### src/rtl/trial_division_prime_test_assert.svh
// Assertion macros shared by the trial-division prime test modules.
`ifndef TRIAL_DIVISION_PRIME_TEST_ASSERT_SVH
`define TRIAL_DIVISION_PRIME_TEST_ASSERT_SVH

// The consequent must hold in the same cycle as the antecedent.
`define TDP_ASSERT_SAME(label, clk, rst, ante, cons, msg) \
  label: assert property (@(posedge clk) disable iff (rst) (ante) |-> (cons)) \
    else $error(msg);

// The consequent must hold in the cycle after the antecedent.
`define TDP_ASSERT_NEXT(label, clk, rst, ante, cons, msg) \
  label: assert property (@(posedge clk) disable iff (rst) (ante) |=> (cons)) \
    else $error(msg);

`endif

### src/rtl/tdp_pkg.sv
// Package with widths and shared types of the trial-division prime test.
package tdp_pkg;

  localparam int VALUE_WIDTH     = 32;
  localparam int CNT_WIDTH       = $clog2(VALUE_WIDTH);
  localparam int IN_TDATA_WIDTH  = ((VALUE_WIDTH + 7) / 8) * 8;
  localparam int OUT_TDATA_WIDTH = 8;

  // Status of the serial divider as seen by the sequencer.
  typedef struct packed {
    logic busy;
    logic done;
    logic rem_zero;
    logic quot_lt_div;
  } tdp_div_status_t;

endpackage

### src/rtl/tdp_divider.sv
// Radix-2 serial divider: one quotient bit per cycle from a shift register.
`include "trial_division_prime_test_assert.svh"

module tdp_divider (
  input  logic                             clk,
  input  logic                             rst,
  input  logic                             start,
  input  logic [tdp_pkg::VALUE_WIDTH-1:0]  dividend,
  input  logic [tdp_pkg::VALUE_WIDTH-1:0]  divisor_in,
  output tdp_pkg::tdp_div_status_t         status
);

  localparam int W = tdp_pkg::VALUE_WIDTH;

  logic                           busy;
  logic                           done;
  logic [tdp_pkg::CNT_WIDTH-1:0]  cnt;
  // Dividend bits leave at the top while quotient bits enter at the bottom.
  logic [W-1:0]                   shreg;
  logic [W-1:0]                   rem;
  logic [W-1:0]                   divisor;

  logic [W:0]   rem_shift;
  logic [W-1:0] diff;
  logic         ge;
  logic [W-1:0] rem_next;

  always_comb begin
    rem_shift = {rem, shreg[W-1]};
    // The remainder stays below the divisor, so the low bits hold the whole difference.
    diff      = rem_shift[W-1:0] - divisor;
    ge        = rem_shift >= {1'b0, divisor};
    rem_next  = ge ? diff : rem_shift[W-1:0];
  end

  always_ff @(posedge clk) begin
    if (rst) begin
      busy <= 1'b0;
      done <= 1'b0;
      cnt  <= '0;
    end else begin
      done <= 1'b0;
      if (start) begin
        busy    <= 1'b1;
        cnt     <= tdp_pkg::CNT_WIDTH'(W - 1);
        shreg   <= dividend;
        rem     <= '0;
        divisor <= divisor_in;
      end else if (busy) begin
        shreg <= {shreg[W-2:0], ge};
        rem   <= rem_next;
        cnt   <= cnt - 1'b1;
        if (cnt == '0) begin
          busy <= 1'b0;
          done <= 1'b1;
        end
      end
    end
  end

  always_comb begin
    status.busy        = busy;
    status.done        = done;
    status.rem_zero    = (rem == '0);
    status.quot_lt_div = (shreg < divisor);
  end

  `TDP_ASSERT_SAME(a_start_idle, clk, rst, start, !busy, "divider started while busy")
  `TDP_ASSERT_SAME(a_done_idle, clk, rst, done, !busy, "divider done while still busy")
  `TDP_ASSERT_NEXT(a_last_bit, clk, rst, busy && !start && (cnt == '0), done && !busy,
                   "divider did not finish after its last bit")

endmodule

### config.mk
export PLATFORM = sky130hd
export DESIGN_NAME = tdp_divider
export DESIGN_NICKNAME = d
export VERILOG_FILES = /design/src/rtl/tdp_pkg.sv /design/src/rtl/tdp_divider.sv
export VERILOG_INCLUDE_DIRS = /design/src /design/src/rtl
export SDC_FILE = /design/constraint.sdc
export NUM_CORES = 1
export LEC_CHECK = 0
export ABC_AREA = 1
export BUFFER_PORTS_ARGS = -buffer_cell sky130_fd_sc_hd__buf_2
export CAP_MARGIN = 10
export CORE_ASPECT_RATIO = 0.9
export CORE_UTILIZATION = 60
export CTS_CLUSTER_SIZE = 14
export DETAILED_ROUTE_END_ITERATION = 10
export PLACE_DENSITY = 0.92
export SLEW_MARGIN = 15
export SYNTH_ARGS = -nofsm -noshare
export SYNTH_HDL_FRONTEND = slang
export SYNTH_SLANG_ARGS = --single-unit
### constraint.sdc
create_clock -name clk -period 7.9 [get_ports clk]
set_clock_uncertainty 0.1 [all_clocks]
set_input_delay 0.395 -clock clk [delete_from_list [all_inputs] [get_ports clk]]
set_output_delay 0.395 -clock clk [all_outputs]
set_load 0.01 [all_outputs]
==> impl_metrics.env <==
export IMPL_status="finished clean"
export IMPL_synthTopCellsByCount="nand2_1, inv_1, edfxtp_1, ha_1, nand3_1"
export IMPL_synth_top_flop_cell="edfxtp_1"
export IMPL_yosysUniqueCellTypes=41
export IMPL_syn2layout_area_growth_pct=9.09
export IMPL_relSlewSlack=0.198
export IMPL_timing_rr_start="rem[7]"
export IMPL_synth_area_top_cells="edfxtp_1, nand2_1, ha_1"
export IMPL_intPower_mw=1.12
export IMPL_avgSynthCellArea_um2=7.62
export IMPL_start_util=0.619
export IMPL_criticalPathCategory="reg2reg"
export IMPL_die_area_mm2=0.0137
export IMPL_hold_class="in2reg"
export IMPL_grt_util_all_layers=0.297
export IMPL_power_density_mw_per_mm2=197
export IMPL_irDropWorstVdd_v=0.000240
export IMPL_p_leak_nw=4.48
export IMPL_routabilityCongestion=0.994
export IMPL_drive_above_1_share=0.152
export IMPL_hold_viol_final=0
export IMPL_antennaDiodeCount=0
export IMPL_crit_path_frequent_cell="nand2_1"
export IMPL_setup_viol=0
export IMPL_clock_power_share=0.298
export IMPL_min_to="divisor[26]"
export IMPL_swShare=0.344
export IMPL_dp_cells=1252
export IMPL_cp_num_buf_inv=3
export IMPL_synth_seq_area_share=0.382
export IMPL_synth_edf_count=96
export IMPL_maxCapViolations=0
export IMPL_tightest_slew_ns=1.20
export IMPL_finalNonFillerCells=1268
export IMPL_min_from="divisor_in[26]"
export IMPL_ant_nets=0
export IMPL_syn_area_mm2=0.00791
export IMPL_p_sw_uw=585
export IMPL_cts_made_buffers=9
export IMPL_worstHoldPathCells=1
export IMPL_routed_wirelength_um=18500
export IMPL_clockBufferDepth=2
export IMPL_grt_max_degree=98
export IMPL_root_buffer="clkbuf_16"
export IMPL_cp_end_kind="flip-flop"
export IMPL_grt_pass1_vias=6590
export IMPL_cts_sinks=103
export IMPL_hpwl_um=13900
export IMPL_rr_endpoint="shreg[0]"
export IMPL_syn_num_nets=1171
export IMPL_yosysTopAreaCell="edfxtp_1"
export IMPL_numPortBuffers=70
export IMPL_wl_per_cell_um=14.6
export IMPL_cp_arrival_ns=2.78
export IMPL_grt_overflow=0
export IMPL_tritoncts="yes"
export IMPL_cts_resized=0
export IMPL_die_h_um=111
export IMPL_postCtsHoldBufs=0
export IMPL_drc=0
export IMPL_p_seq_frac=0.404
export IMPL_cp_max_fo=33
export IMPL_slowest_delay_ns=0.52
export IMPL_io_pin_count=71
export IMPL_fin_nets=1232
export IMPL_p_comb_frac=0.298
export IMPL_setup_tns_ns=0
export IMPL_r2r_cells=13
export IMPL_die_x_um=123
export IMPL_synth_most_common_cell="nand2_1"
export IMPL_drtIter0Drc=551
export IMPL_fin_crit_sh=0.353
export IMPL_worstPathRequired_ns=7.90
export IMPL_path_delay_family="simple AND/OR/NAND/NOR gates"
export IMPL_ys_ff_latch=103
export IMPL_async_flop_share=0
export IMPL_drt_first_pass_iters=6
export IMPL_crit_path_start_kind="flip-flop"
export IMPL_insertion_delay_ns=0.37
export IMPL_rsz0062_at_grt="false"
export IMPL_cts_clk_slew_worst_paths_ns=0.08
export IMPL_rows=39
export IMPL_antenna_found_initial=0
export IMPL_reg2reg_slack_ns=5.11
export IMPL_htree_levels=3
export IMPL_vias_per_cell=5.38
export IMPL_period_needed_ns=2.79
export IMPL_grt_pass1_wl_um=31300
export IMPL_vias=6821
export IMPL_max_freq_ghz=0.359
export IMPL_yosysWarnings=0
export IMPL_synthCells=1038
export IMPL_netlist_area_leader_share=0.364
export IMPL_slowest_stage="nor2_8"
export IMPL_crit_chain="ha_1 -> nand2_1 -> nand2_1 -> inv_2 -> nand2_1 -> inv_1 -> nand3_2 -> nand2_2 -> nand2_4 -> nand2_4 -> inv_4 -> nor2_8 -> o21ai_0"
export IMPL_fp_coreArea_mm2=0.0128
export IMPL_post_cts_repair_setup_buffers=0
export IMPL_slew_viol_final=0
[metal layers]
layer / wire length, µm / vias to the layer above / track usage
met1: 8210 / 3100 / 0.404
met4: 478 / 0 / 0.108
met5: 0 / - / 0
met2: 8650 / 262 / 0.473
met3: 1200 / 31 / 0.0535
li1: - / 3428 / -
[how the worst max path moves through the flow]
stage	slack, ns	cells after the start	startpoint	end
after global placement	5.13	4	start	rem[3]
after CTS	5.16	13	rem[7]	shreg[0]
after global routing	4.95	13	rem[7]	shreg[0]
after detailed placement	5.04	4	start	rem[4]
final	5.11	13	rem[7]	shreg[0]
after floorplan	3.13	6	start	busy
[power by group through the flow]
stage,logic [mW],registers [mW],clock network [mW]
2_1_floorplan,0.392,0.692,0
3_3_place_gp,0.475,0.697,0
3_5_place_dp,0.491,0.699,0
4_1_cts,0.499,0.687,0.511
5_1_grt,0.571,0.693,0.528
6_report,0.507,0.688,0.507
[sequential cells by signal, summed over array words and instances, names as in the netlist]
| name | flops |
|---|---|
| busy | 1 |
| shreg | 32 |
| divisor | 32 |
| rem | 32 |
| done | 1 |
| cnt | 5 |
[cell type report]
class                           count  area (µm²)
Timing Repair Buffer               72         365
Clock buffer                       11         243
Multi-Input combinational cell    730        4020
Inverter                          183         691
Clock inverter                      5        90.1
Sequential cell                   103        3020
Tap cell                          164         205
Fill cell                        1034        4150
[worst reg2reg max path: cells and delay by family, from the launching register on]
kind	cells	cell delay, ns
AND/OR/NAND/NOR	8	1.19
flip-flops	1	0.45
buffers and inverters	3	0.17
AO/OA/AOI/OAI	1	0.19
adder cells (fa/ha/maj)	1	0.42
[placed cells by master (no fill, tap or decap), types with 2 or more instances in the layout]
| master | synthesis | layout |
|---|---|---|
| nand4_1 | 7 | 7 |
| xor2_1 | 13 | 13 |
| buf_4 | 3 | 2 |
| nand3_2 | 42 | 42 |
| edfxtp_1 | 96 | 96 |
| o21ai_0 | 10 | 10 |
| nor3_1 | 9 | 9 |
| nand3_1 | 55 | 55 |
| nand2_2 | 9 | 9 |
| nor4_1 | 9 | 9 |
| clkbuf_16 | 0 | 9 |
| a31oi_1 | 2 | 2 |
| nor2_2 | 8 | 8 |
| a21oi_1 | 36 | 35 |
| and2_1 | 7 | 7 |
| buf_2 | 3 | 70 |
| dfxtp_1 | 7 | 7 |
| nand2_1 | 391 | 391 |
| nand3b_1 | 3 | 3 |
| ha_1 | 65 | 65 |
| or4_1 | 2 | 2 |
| nand2_4 | 3 | 3 |
| inv_1 | 169 | 169 |
| inv_8 | 0 | 2 |
| inv_2 | 12 | 11 |
| nor2_1 | 48 | 47 |
| bufinv_16 | 0 | 2 |
[cells by family after synthesis]
logic type	synth area share
AND/OR/NAND/NOR	0.349
flip-flops	0.382
AO/OA/AOI/OAI	0.0356
XOR/XNOR	0.0155
adder cells (fa/ha/maj)	0.105
buffers and inverters	0.113
[per-stage QoR]
step	worst slack (ns)	hold WS, ns	power (mW)	util	instance area, µm²
final	5.11	0.0948	1.70	0.675	8630
after global placement	5.13	0.363	1.17	0.649	8300
after global routing	4.95	0.0892	1.79	0.675	8630
after floorplan	3.13	0.342	1.08	-	7910
after detailed placement	5.04	0.377	1.19	0.649	8300
after CTS	5.16	0.0872	1.70	0.675	8630
(Power assumes the default switching activity.)
